--- src/design/rps_pkg.sv ---
`timescale 1ns / 1ps

package rps_pkg;

    localparam int TEMP_WIDTH = 9;

    localparam int CFG_IDX_W  = 3;
    localparam int CFG_DATA_W = 9;

    localparam logic [CFG_IDX_W-1:0] CFG_PREHEAT     = 3'd0;
    localparam logic [CFG_IDX_W-1:0] CFG_SOAK        = 3'd1;
    localparam logic [CFG_IDX_W-1:0] CFG_PEAK        = 3'd2;
    localparam logic [CFG_IDX_W-1:0] CFG_REFLOW      = 3'd3;
    localparam logic [CFG_IDX_W-1:0] CFG_SLEEP_DELAY = 3'd4;

    localparam logic OP_TICK  = 1'b0;
    localparam logic OP_START = 1'b1;

    localparam int PHASE_W = 3;
    localparam logic [PHASE_W-1:0] PH_IDLE   = 3'd0;
    localparam logic [PHASE_W-1:0] PH_RAMP   = 3'd1;
    localparam logic [PHASE_W-1:0] PH_SOAK   = 3'd2;
    localparam logic [PHASE_W-1:0] PH_HEAT   = 3'd3;
    localparam logic [PHASE_W-1:0] PH_REFLOW = 3'd4;

    localparam int PROG_W = 13;

    // signed numerator width and its magnitude width for the shared divider
    localparam int NUM_W     = 20;
    localparam int QUO_W     = NUM_W - 1;
    localparam int DIV_STEPS = QUO_W;
    localparam int DCNT_W    = 5;

    // divide by 25 as multiply by 5243 and shift by 17, exact below 2^13
    localparam int          NUM1_W      = 13;
    localparam logic [12:0] RECIP25     = 13'd5243;
    localparam int          RECIP_SHIFT = 17;

endpackage

--- src/design/rps_if.sv ---
`timescale 1ns / 1ps

interface rps_in_if;
    logic                            valid;
    logic                            ready;
    logic                            op;
    logic [rps_pkg::TEMP_WIDTH-1:0]  measured_temp;
    logic                            heater_on;
    logic                            temp_reached;
    logic                            display_asleep;
    logic [7:0]                      start_target;

    modport source (
        output valid, op, measured_temp, heater_on, temp_reached, display_asleep,
               start_target,
        input  ready
    );
    modport sink (
        input  valid, op, measured_temp, heater_on, temp_reached, display_asleep,
               start_target,
        output ready
    );
endinterface

interface rps_out_if;
    logic                              valid;
    logic                              ready;
    logic [rps_pkg::PHASE_W-1:0]       phase;
    logic [7:0]                        target_temp;
    logic signed [rps_pkg::PROG_W-1:0] progress;
    logic                              sleep_request;
    logic                              profile_done;

    modport source (
        output valid, phase, target_temp, progress, sleep_request, profile_done,
        input  ready
    );
    modport sink (
        input  valid, phase, target_temp, progress, sleep_request, profile_done,
        output ready
    );
endinterface

--- src/design/reflow_profile_sequencer.sv ---
`timescale 1ns / 1ps

// Reflow profile sequencer, one transfer per second of process time.
// item:   input channel (valid/ready). op selects a one-second tick or a
//         profile start; a tick carries plate temperature and status flags.
// result: output channel, exactly one transfer per item: phase, target,
//         signed progress percent, sleep request and profile-done pulses.
// cfg_*:  write port for the five profile registers; the user writes them
//         only while idle, and the block itself does not enforce it.
// A start item or a tick in the idle phase goes straight to the finish
// state; a tick in phases 1 to 4 passes the reciprocal load, the divider
// load and the divider. The phase divisor comes from a reciprocal multiply
// by 1/25; the progress quotient from one restoring divider, one quotient
// bit per cycle, 19 bits. item.ready is high only while no item is in work.
// The result sits in an output register; the next item is taken while it
// waits, and its own result is held back until the receiver takes the
// previous one.
// Reset: profile registers return to their defaults, phase goes to idle,
// counters, target and progress clear, no result is pending.

module reflow_profile_sequencer (
    input  logic                             clk,
    input  logic                             rst_n,
    input  logic                             cfg_we,
    input  logic [rps_pkg::CFG_IDX_W-1:0]    cfg_index,
    input  logic [rps_pkg::CFG_DATA_W-1:0]   cfg_data,
    rps_in_if.sink                           item,
    rps_out_if.source                        result
);

    typedef enum logic [4:0] {
        S_IDLE  = 5'b00001,
        S_LOAD1 = 5'b00010,
        S_LOAD2 = 5'b00100,
        S_DIV2  = 5'b01000,
        S_FIN   = 5'b10000
    } state_t;

    localparam int NW = rps_pkg::NUM_W;
    localparam int QW = rps_pkg::QUO_W;
    localparam int TW = rps_pkg::TEMP_WIDTH;
    localparam int PW = rps_pkg::PROG_W;
    localparam int RW = rps_pkg::NUM1_W;

    function automatic logic signed [NW-1:0] mul10(input logic signed [NW-1:0] x);
        return (x <<< 3) + (x <<< 1);
    endfunction

    // profile registers
    logic [7:0] preheat_reg;
    logic [8:0] soak_reg;
    logic [7:0] peak_reg;
    logic [8:0] reflow_reg;
    logic [7:0] sleep_delay_reg;

    state_t                       state_reg, state_next;
    logic [rps_pkg::PHASE_W-1:0]  phase_reg, phase_next;
    logic [15:0]                  second_count_reg, second_count_next;
    logic [7:0]                   ramp_reg, ramp_next;
    logic signed [PW-1:0]         progress_reg, progress_next;
    logic [7:0]                   idle_count_reg, idle_count_next;
    logic [TW-1:0]                now_reg, now_next;
    logic                         sleep_pend_reg, sleep_pend_next;
    logic                         active_reg, active_next;

    logic [7:0]                   div_rem_reg, div_rem_next;
    logic [QW-1:0]                div_quo_reg, div_quo_next;
    logic [7:0]                   div_den_reg, div_den_next;
    logic                         div_neg_reg, div_neg_next;
    logic [rps_pkg::DCNT_W-1:0]   div_cnt_reg, div_cnt_next;

    logic                         out_valid_reg, out_valid_next;
    logic [rps_pkg::PHASE_W-1:0]  out_phase_reg, out_phase_next;
    logic [7:0]                   out_target_reg, out_target_next;
    logic signed [PW-1:0]         out_progress_reg, out_progress_next;
    logic                         out_sleep_reg, out_sleep_next;
    logic                         out_done_reg, out_done_next;

    logic                         accept;
    logic                         out_free;
    logic [8:0]                   div_shift;
    logic [8:0]                   div_diff;
    logic                         div_ge;
    logic                         div_last;
    logic signed [NW-1:0]         quo_signed;
    logic signed [NW-1:0]         num1;
    logic signed [NW-1:0]         num2;
    logic signed [NW-1:0]         num_sel;
    logic signed [NW-1:0]         num_mag;
    logic [2*RW-1:0]              recip_prod;
    logic signed [NW:0]           offset;
    logic signed [NW:0]           sum;
    logic signed [PW-1:0]         sat_val;
    logic [7:0]                   d8;
    logic [7:0]                   d8_mag;
    logic [7:0]                   idle_inc;
    logic [15:0]                  sc_inc;
    logic [15:0]                  reflow_m10;
    logic [9:0]                   ramp_step;
    logic signed [NW-1:0]         cnt_ext;
    logic signed [NW-1:0]         now_ext;
    logic signed [NW-1:0]         pre_ext;

    assign accept      = item.valid && item.ready;
    assign item.ready  = (state_reg == S_IDLE);
    assign out_free    = !out_valid_reg || result.ready;

    assign result.valid         = out_valid_reg;
    assign result.phase         = out_phase_reg;
    assign result.target_temp   = out_target_reg;
    assign result.progress      = out_progress_reg;
    assign result.sleep_request = out_sleep_reg;
    assign result.profile_done  = out_done_reg;

    // shared divider datapath
    assign div_shift  = {div_rem_reg, div_quo_reg[QW-1]};
    assign div_ge     = (div_shift >= {1'b0, div_den_reg});
    assign div_diff   = div_shift - {1'b0, div_den_reg};
    assign div_last   = (div_cnt_reg == rps_pkg::DCNT_W'(rps_pkg::DIV_STEPS - 1));
    assign quo_signed = div_neg_reg ? -$signed({1'b0, div_quo_reg})
                                    :  $signed({1'b0, div_quo_reg});

    assign cnt_ext = {{(NW-16){second_count_reg[15]}}, second_count_reg};
    assign now_ext = $signed(NW'(now_reg));
    assign pre_ext = $signed(NW'(preheat_reg));

    // per-phase numerators: divisor source, progress numerator, offset
    always_comb
    begin
        num1   = '0;
        num2   = '0;
        offset = '0;
        unique case (phase_reg)
            rps_pkg::PH_RAMP:
            begin
                num1   = mul10(pre_ext - NW'(39));
                num2   = mul10(now_ext - NW'(38));
                offset = '0;
            end
            rps_pkg::PH_SOAK:
            begin
                num1   = mul10($signed(NW'(soak_reg)));
                num2   = mul10(cnt_ext);
                offset = (NW+1)'(25);
            end
            rps_pkg::PH_HEAT:
            begin
                num1   = mul10(NW'(217) - pre_ext);
                num2   = mul10(now_ext - pre_ext);
                offset = (NW+1)'(50);
            end
            rps_pkg::PH_REFLOW:
            begin
                num1   = mul10($signed(NW'(reflow_reg)));
                num2   = mul10(cnt_ext);
                offset = (NW+1)'(75);
            end
            default:
            begin
                num1   = '0;
                num2   = '0;
                offset = '0;
            end
        endcase
    end

    assign num_sel = (state_reg == S_LOAD1) ? num1 : num2;
    assign num_mag = num_sel[NW-1] ? -num_sel : num_sel;

    // phase divisor numerators stay below 5120 in magnitude
    assign recip_prod = {{RW{1'b0}}, num_mag[RW-1:0]} * {{RW{1'b0}}, rps_pkg::RECIP25};

    always_comb
    begin
        d8 = quo_signed[7:0];
        if (d8 == 8'd0)
        begin
            d8 = 8'd1;
        end
        d8_mag = d8[7] ? (8'd0 - d8) : d8;
    end

    assign sum = {quo_signed[NW-1], quo_signed} + offset;

    always_comb
    begin
        if (sum > (NW+1)'(4095))
        begin
            sat_val = PW'(4095);
        end
        else if (sum < -(NW+1)'(4096))
        begin
            sat_val = -PW'(4096);
        end
        else
        begin
            sat_val = sum[PW-1:0];
        end
    end

    assign idle_inc   = idle_count_reg + 8'd1;
    assign sc_inc     = second_count_reg + 16'd1;
    assign reflow_m10 = 16'(reflow_reg) - 16'd10;
    assign ramp_step  = {2'b0, ramp_reg} + 10'd3;

    always_comb
    begin
        state_next        = state_reg;
        phase_next        = phase_reg;
        second_count_next = second_count_reg;
        ramp_next         = ramp_reg;
        progress_next     = progress_reg;
        idle_count_next   = idle_count_reg;
        now_next          = now_reg;
        sleep_pend_next   = sleep_pend_reg;
        active_next       = active_reg;
        div_rem_next      = div_rem_reg;
        div_quo_next      = div_quo_reg;
        div_den_next      = div_den_reg;
        div_neg_next      = div_neg_reg;
        div_cnt_next      = div_cnt_reg;
        out_valid_next    = out_valid_reg && !result.ready;
        out_phase_next    = out_phase_reg;
        out_target_next   = out_target_reg;
        out_progress_next = out_progress_reg;
        out_sleep_next    = out_sleep_reg;
        out_done_next     = out_done_reg;

        unique case (state_reg)
            S_IDLE:
            begin
                if (accept)
                begin
                    now_next = item.measured_temp;
                    if (item.op == rps_pkg::OP_START)
                    begin
                        phase_next      = rps_pkg::PH_RAMP;
                        ramp_next       = item.start_target;
                        sleep_pend_next = 1'b0;
                        active_next     = 1'b0;
                        state_next      = S_FIN;
                    end
                    else
                    begin
                        if (item.measured_temp == TW'(38) && !item.heater_on)
                        begin
                            idle_count_next = idle_inc;
                            sleep_pend_next = (idle_inc == sleep_delay_reg) &&
                                              !item.display_asleep;
                        end
                        else
                        begin
                            idle_count_next = 8'd0;
                            sleep_pend_next = 1'b0;
                        end
                        if (item.temp_reached && sc_inc == 16'd60)
                        begin
                            second_count_next = 16'd0;
                        end
                        else
                        begin
                            second_count_next = sc_inc;
                        end
                        active_next = (phase_reg == rps_pkg::PH_RAMP) ||
                                      (phase_reg == rps_pkg::PH_SOAK) ||
                                      (phase_reg == rps_pkg::PH_HEAT) ||
                                      (phase_reg == rps_pkg::PH_REFLOW);
                        state_next  = active_next ? S_LOAD1 : S_FIN;
                    end
                end
            end
            S_LOAD1:
            begin
                div_quo_next = QW'(recip_prod[2*RW-1:rps_pkg::RECIP_SHIFT]);
                div_neg_next = num_sel[NW-1];
                state_next   = S_LOAD2;
            end
            S_DIV2:
            begin
                div_quo_next = {div_quo_reg[QW-2:0], div_ge};
                div_rem_next = div_ge ? div_diff[7:0] : div_shift[7:0];
                div_cnt_next = div_cnt_reg + 1'b1;
                if (div_last)
                begin
                    state_next = S_FIN;
                end
            end
            S_LOAD2:
            begin
                div_quo_next = num_mag[QW-1:0];
                div_rem_next = 8'd0;
                div_den_next = d8_mag;
                div_neg_next = num_sel[NW-1] ^ d8[7];
                div_cnt_next = '0;
                state_next   = S_DIV2;
            end
            S_FIN:
            begin
                if (out_free)
                begin
                    out_done_next = 1'b0;
                    if (active_reg)
                    begin
                        progress_next = sat_val;
                        unique case (phase_reg)
                            rps_pkg::PH_RAMP:
                            begin
                                if (({2'b0, ramp_reg} + 10'd1) < {2'b0, preheat_reg})
                                begin
                                    ramp_next = (ramp_step > {2'b0, preheat_reg}) ?
                                                preheat_reg : ramp_step[7:0];
                                end
                                else if (now_reg >= TW'(ramp_reg))
                                begin
                                    phase_next        = rps_pkg::PH_SOAK;
                                    second_count_next = 16'd0;
                                end
                            end
                            rps_pkg::PH_SOAK:
                            begin
                                if (second_count_reg == 16'(soak_reg))
                                begin
                                    phase_next = rps_pkg::PH_HEAT;
                                    ramp_next  = peak_reg;
                                end
                            end
                            rps_pkg::PH_HEAT:
                            begin
                                if (now_reg > TW'(215))
                                begin
                                    phase_next        = rps_pkg::PH_REFLOW;
                                    second_count_next = 16'd0;
                                end
                            end
                            rps_pkg::PH_REFLOW:
                            begin
                                if (second_count_reg == reflow_m10)
                                begin
                                    ramp_next = 8'd0;
                                end
                                else if (second_count_reg == 16'(reflow_reg))
                                begin
                                    phase_next    = rps_pkg::PH_IDLE;
                                    progress_next = PW'(100);
                                    out_done_next = 1'b1;
                                end
                            end
                            default:
                            begin
                                progress_next = progress_reg;
                            end
                        endcase
                    end
                    out_valid_next    = 1'b1;
                    out_phase_next    = phase_next;
                    out_target_next   = ramp_next;
                    out_progress_next = progress_next;
                    out_sleep_next    = sleep_pend_reg;
                    state_next        = S_IDLE;
                end
            end
            default:
            begin
                state_next = S_IDLE;
            end
        endcase
    end

    always_ff @(posedge clk or negedge rst_n)
    begin
        if (!rst_n)
        begin
            preheat_reg     <= 8'd150;
            soak_reg        <= 9'd90;
            peak_reg        <= 8'd230;
            reflow_reg      <= 9'd60;
            sleep_delay_reg <= 8'd60;
        end
        else if (cfg_we)
        begin
            unique case (cfg_index)
                rps_pkg::CFG_PREHEAT:     preheat_reg     <= cfg_data[7:0];
                rps_pkg::CFG_SOAK:        soak_reg        <= cfg_data[8:0];
                rps_pkg::CFG_PEAK:        peak_reg        <= cfg_data[7:0];
                rps_pkg::CFG_REFLOW:      reflow_reg      <= cfg_data[8:0];
                rps_pkg::CFG_SLEEP_DELAY: sleep_delay_reg <= cfg_data[7:0];
                default:
                begin
                    preheat_reg <= preheat_reg;
                end
            endcase
        end
    end

    always_ff @(posedge clk or negedge rst_n)
    begin
        if (!rst_n)
        begin
            state_reg        <= S_IDLE;
            phase_reg        <= rps_pkg::PH_IDLE;
            second_count_reg <= 16'd0;
            ramp_reg         <= 8'd0;
            progress_reg     <= '0;
            idle_count_reg   <= 8'd0;
            sleep_pend_reg   <= 1'b0;
            active_reg       <= 1'b0;
            div_cnt_reg      <= '0;
            out_valid_reg    <= 1'b0;
        end
        else
        begin
            state_reg        <= state_next;
            phase_reg        <= phase_next;
            second_count_reg <= second_count_next;
            ramp_reg         <= ramp_next;
            progress_reg     <= progress_next;
            idle_count_reg   <= idle_count_next;
            sleep_pend_reg   <= sleep_pend_next;
            active_reg       <= active_next;
            div_cnt_reg      <= div_cnt_next;
            out_valid_reg    <= out_valid_next;
        end
    end

    always_ff @(posedge clk)
    begin
        now_reg          <= now_next;
        div_rem_reg      <= div_rem_next;
        div_quo_reg      <= div_quo_next;
        div_den_reg      <= div_den_next;
        div_neg_reg      <= div_neg_next;
        out_phase_reg    <= out_phase_next;
        out_target_reg   <= out_target_next;
        out_progress_reg <= out_progress_next;
        out_sleep_reg    <= out_sleep_next;
        out_done_reg     <= out_done_next;
    end

endmodule

--- src/flat_wrapper.sv ---
// flat-port wrapper written by rule: the top's interface ports become plain ports
module reflow_profile_sequencer_flat 
  (clk, rst_n, cfg_we, cfg_index, cfg_data, item_valid, item_op, item_measured_temp, item_heater_on, item_temp_reached, item_display_asleep, item_start_target, item_ready, result_valid, result_phase, result_target_temp, result_progress, result_sleep_request, result_profile_done, result_ready);
  rps_in_if item_i ();
  rps_out_if result_i ();
  input  logic clk;
  input  logic rst_n;
  input  logic cfg_we;
  input  logic [rps_pkg::CFG_IDX_W-1:0] cfg_index;
  input  logic [rps_pkg::CFG_DATA_W-1:0] cfg_data;
  input wire logic [$bits(item_i.valid)-1:0] item_valid;
  input wire logic [$bits(item_i.op)-1:0] item_op;
  input wire logic [$bits(item_i.measured_temp)-1:0] item_measured_temp;
  input wire logic [$bits(item_i.heater_on)-1:0] item_heater_on;
  input wire logic [$bits(item_i.temp_reached)-1:0] item_temp_reached;
  input wire logic [$bits(item_i.display_asleep)-1:0] item_display_asleep;
  input wire logic [$bits(item_i.start_target)-1:0] item_start_target;
  output wire logic [$bits(item_i.ready)-1:0] item_ready;
  output wire logic [$bits(result_i.valid)-1:0] result_valid;
  output wire logic [$bits(result_i.phase)-1:0] result_phase;
  output wire logic [$bits(result_i.target_temp)-1:0] result_target_temp;
  output wire logic [$bits(result_i.progress)-1:0] result_progress;
  output wire logic [$bits(result_i.sleep_request)-1:0] result_sleep_request;
  output wire logic [$bits(result_i.profile_done)-1:0] result_profile_done;
  input wire logic [$bits(result_i.ready)-1:0] result_ready;
  assign item_i.valid = item_valid;
  assign item_i.op = item_op;
  assign item_i.measured_temp = item_measured_temp;
  assign item_i.heater_on = item_heater_on;
  assign item_i.temp_reached = item_temp_reached;
  assign item_i.display_asleep = item_display_asleep;
  assign item_i.start_target = item_start_target;
  assign item_ready = item_i.ready;
  assign result_valid = result_i.valid;
  assign result_phase = result_i.phase;
  assign result_target_temp = result_i.target_temp;
  assign result_progress = result_i.progress;
  assign result_sleep_request = result_i.sleep_request;
  assign result_profile_done = result_i.profile_done;
  assign result_i.ready = result_ready;
  reflow_profile_sequencer u_core (.clk(clk), .rst_n(rst_n), .cfg_we(cfg_we), .cfg_index(cfg_index), .cfg_data(cfg_data), .item(item_i), .result(result_i));
endmodule
--- config.mk ---
export PLATFORM = sky130hd
export DESIGN_NAME = reflow_profile_sequencer_flat
export DESIGN_NICKNAME = d
export VERILOG_FILES = /design/src/design/rps_pkg.sv /design/src/design/rps_if.sv /design/src/design/reflow_profile_sequencer.sv /design/src/flat_wrapper.sv
export SDC_FILE = /design/constraint.sdc
export NUM_CORES = 1
export LEC_CHECK = 0
export BUFFER_PORTS_ARGS = -buffer_cell sky130_fd_sc_hd__buf_2
export CAP_MARGIN = 15
export CORE_MARGIN = 3
export CORE_UTILIZATION = 39
export CTS_BUF_LIST = sky130_fd_sc_hd__clkbuf_8
export CTS_CLUSTER_DIAMETER = 200
export DETAILED_ROUTE_END_ITERATION = 7
export HOLD_SLACK_MARGIN = 0.02
export SETUP_SLACK_MARGIN = 0.4
export SLEW_MARGIN = 10
export SYNTH_ARGS = -nofsm -noshare
export SYNTH_HDL_FRONTEND = slang
export SYNTH_SLANG_ARGS = --single-unit
--- constraint.sdc ---
create_clock -name clk -period 10.6 [get_ports clk]
set_clock_uncertainty 0.15 [all_clocks]
set_input_delay 2.12 -clock clk [delete_from_list [all_inputs] [get_ports clk]]
set_output_delay 2.12 -clock clk [all_outputs]
set_load 0.01 [all_outputs]
==> metrics <==
Slew HR 25.88%; Synth Register Bits 174; top cell type's share of synthesized area 14.19%; status completed; antenna-violating nets left 0; Synth Area in Simple Gates 17.04%; CP arrival 9.67 ns; vias per inst 5.849; CTS tree yes; xor and xnor area share after synthesis 8.255%; synthesized area 18,780 um^2; Fin. Hold Viols 0; first-pass GRT wire length 88,780 um; vias in the first global route 15,950; largest family of logic cells by synthesized area adder cells; initial antenna violation count 2; multiplexer area fraction after synthesis 3.485%; Die H 225.4 um; setup violators final 0; Avg Inst Size Synth 8.755 um^2; H-tree depth 4; worst slew pin tran 1.109 ns; Post-synth top flop dfrtp_1; Clk pin slew, worst setup/hold paths 0.11 ns; CTS Buffer Depth 2; WL/cell 20.02 um; CP most frequent cell inv_1; area of the multi-input gates 13,120 um^2; CP max FO 6; Cell Rows 79; buffers added on ports 65; most frequent cells in the layout ha_1 (210), inv_1 (172), nand2_1 (167); Worst Path Required 10.72 ns; pre-CTS WS 0.5367 ns; register area share after synthesis 25.22%; crit-path max cell delay 0.54 ns; GRT Total Usage 22.20%; PnR worst setup slack 1.044 ns; layer with the highest usage met2; Starting Density 39.91%; met2 Resource Use GR 37.67%; Critical-path top delay cell fa_1; Slew Limit Fails 0; share of layout cells above drive strength 1 11.38%; final WL 56,150 um; minimum clock period 9.556 ns; Die W 225.4 um; unrepaired setup endpoints after global routing false; clk sinks 174; setup TNS 0 ns; io pins 66; Highest Clock Rate 104.7 MHz; CP endpoint kind register; Post-synth EDFFs 71; P&R area growth vs syn 8.175%; Compound-Gate Fraction of Synth Area 20.29%; Largest register FFs 19; Syn Inst Count 2,145; count of cell types in the netlist 94; pin count of the biggest net entering global routing 57; Post-route DRC 0; Worst-Skew Late Latency 0.54 ns; initial drt markers 1,256; Startpoint Class register; fin crit share 90.15%; die footprint 50,820 um^2; dpl hpwl 44,410 um; async set-reset flop share out of synthesis 59.20%; synth warn 0; Pre-Repair DR Iteration Count 6; grt total ovfl 0; area share of fa/ha/maj cells after synthesis 20.37%; area leader, netlist ha_1; n_diodes 0; commonest non-fill, non-tap cell in the layout ha_1; NumNets Final 2,493; type of the worst setup path reg -> reg; dominant cells by area after synthesis ha_1 (14%), edfxtp_1 (11%), dfrtp_1 (11%); RePlAce Congestion 0.9221; CORE AREA 47,050 um^2; via count 16,400; FF/Latch Area 4738 um^2; Mapped Nets 2,454; Worst R2R Setup Slack 1.04 ns; MaxCap Viol Count 0; # fillers 4,633; CTS Root Buffer Type clkbuf_8; number of buffers created by CTS 17; routing usage on met1 29.44%; met3 GRT Util 3.322%; Hold Path Class reg -> reg
critical path, delay by kind of cell (launching register included):
kind                       cells  cell delay (ns)
xor gates and xnor gates       3             0.54
buffers and inverters          7             0.57
adders and majority gates      9             3.35
AOI/OAI and AO/OA             18             3.51
and+or+nand+nor                6             0.77
DFF                            1             0.41
cells by family (layout without fill, tap and decap cells):
kind of cell    count (synthesis)  count (layout)
simple gates                  633             633
flops                         174             174
compound gates                569             569
mux                            60              60
xor+xnor                      177             177
buf+inv                       261             313
fa+ha+maj                     271             271
metal layers:
layer / wire length (um) / vias to the layer above
met1: 25010 / 7941
met2: 26610 / 498
met3: 2946 / 94
met5: 0 / -
met4: 1588 / 0
li1: - / 7868
synthesized netlist by cell type, types with 24 or more instances:
library cell,n
nand3_1,52
nand2b_1,32
nor3_1,49
xnor2_1,114
nand2_1,167
dfrtp_1,81
o21ai_0,141
ha_1,213
nand4_1,24
inv_1,174
a21oi_1,111
nor2_1,149
nor2b_1,29
xor2_1,63
mux2_2,43
edfxtp_1,71
clkbuf_1,67
a21o_1,35
fa_1,58
a211oi_1,28
per-stage QoR:
step | utilization (%) | std cells | hold WS (ns) | area (um^2)
2_1_floorplan | - | 2145 | 0.2753 | 18780
3_3_place_gp | 42.02 | 2765 | 0.2976 | 19770
3_5_place_dp | 42.02 | 2765 | 0.2959 | 19770
4_1_cts | 42.89 | 2797 | 0.3224 | 20180
5_1_grt | 43.18 | 2804 | 0.3381 | 20310
6_report | 43.18 | 2804 | 0.3203 | 20310
path summary, 6_finish.rpt:
check / startpoint / end / cells past startpoint
max: u_core.now_reg[0]$_DFFE_PP_ / u_core.div_quo_reg[7]$_DFFE_PP_ / 43
min: u_core.sleep_pend_reg$_DFFE_PN0P_ / u_core.result.sleep_request$_DFFE_PP_ / 0
max reg2reg: u_core.now_reg[0]$_DFFE_PP_ / u_core.div_quo_reg[7]$_DFFE_PP_ / 43
min reg2reg: u_core.sleep_pend_reg$_DFFE_PN0P_ / u_core.result.sleep_request$_DFFE_PP_ / 0
max in group asynchronous: rst_n / u_core.peak_reg[4]$_DFFE_PN0P_ / 2
min in group asynchronous: rst_n / u_core.ramp_reg[0]$_DFFE_PN0P_ / 1
area by class of cell:
type | instances | share of cell area [%]
Timing Repair Buffer | 104 | 3.043
Tap cell | 607 | 3.739
Sequential cell | 174 | 23.32
Multi-Input combinational cell | 1710 | 64.58
Clock buffer | 17 | 1.152
Clock inverter | 15 | 0.8684
Inverter | 177 | 3.289
what timing repair did:
action	CTS	global route
hold buffers	0	0
resized for setup	0	21
setup buffers	0	4
endpoints found under the setup margin	0	8
Power is not shown: default switching activity piles up to over one toggle a cycle in this logic, so the estimate is an artifact.
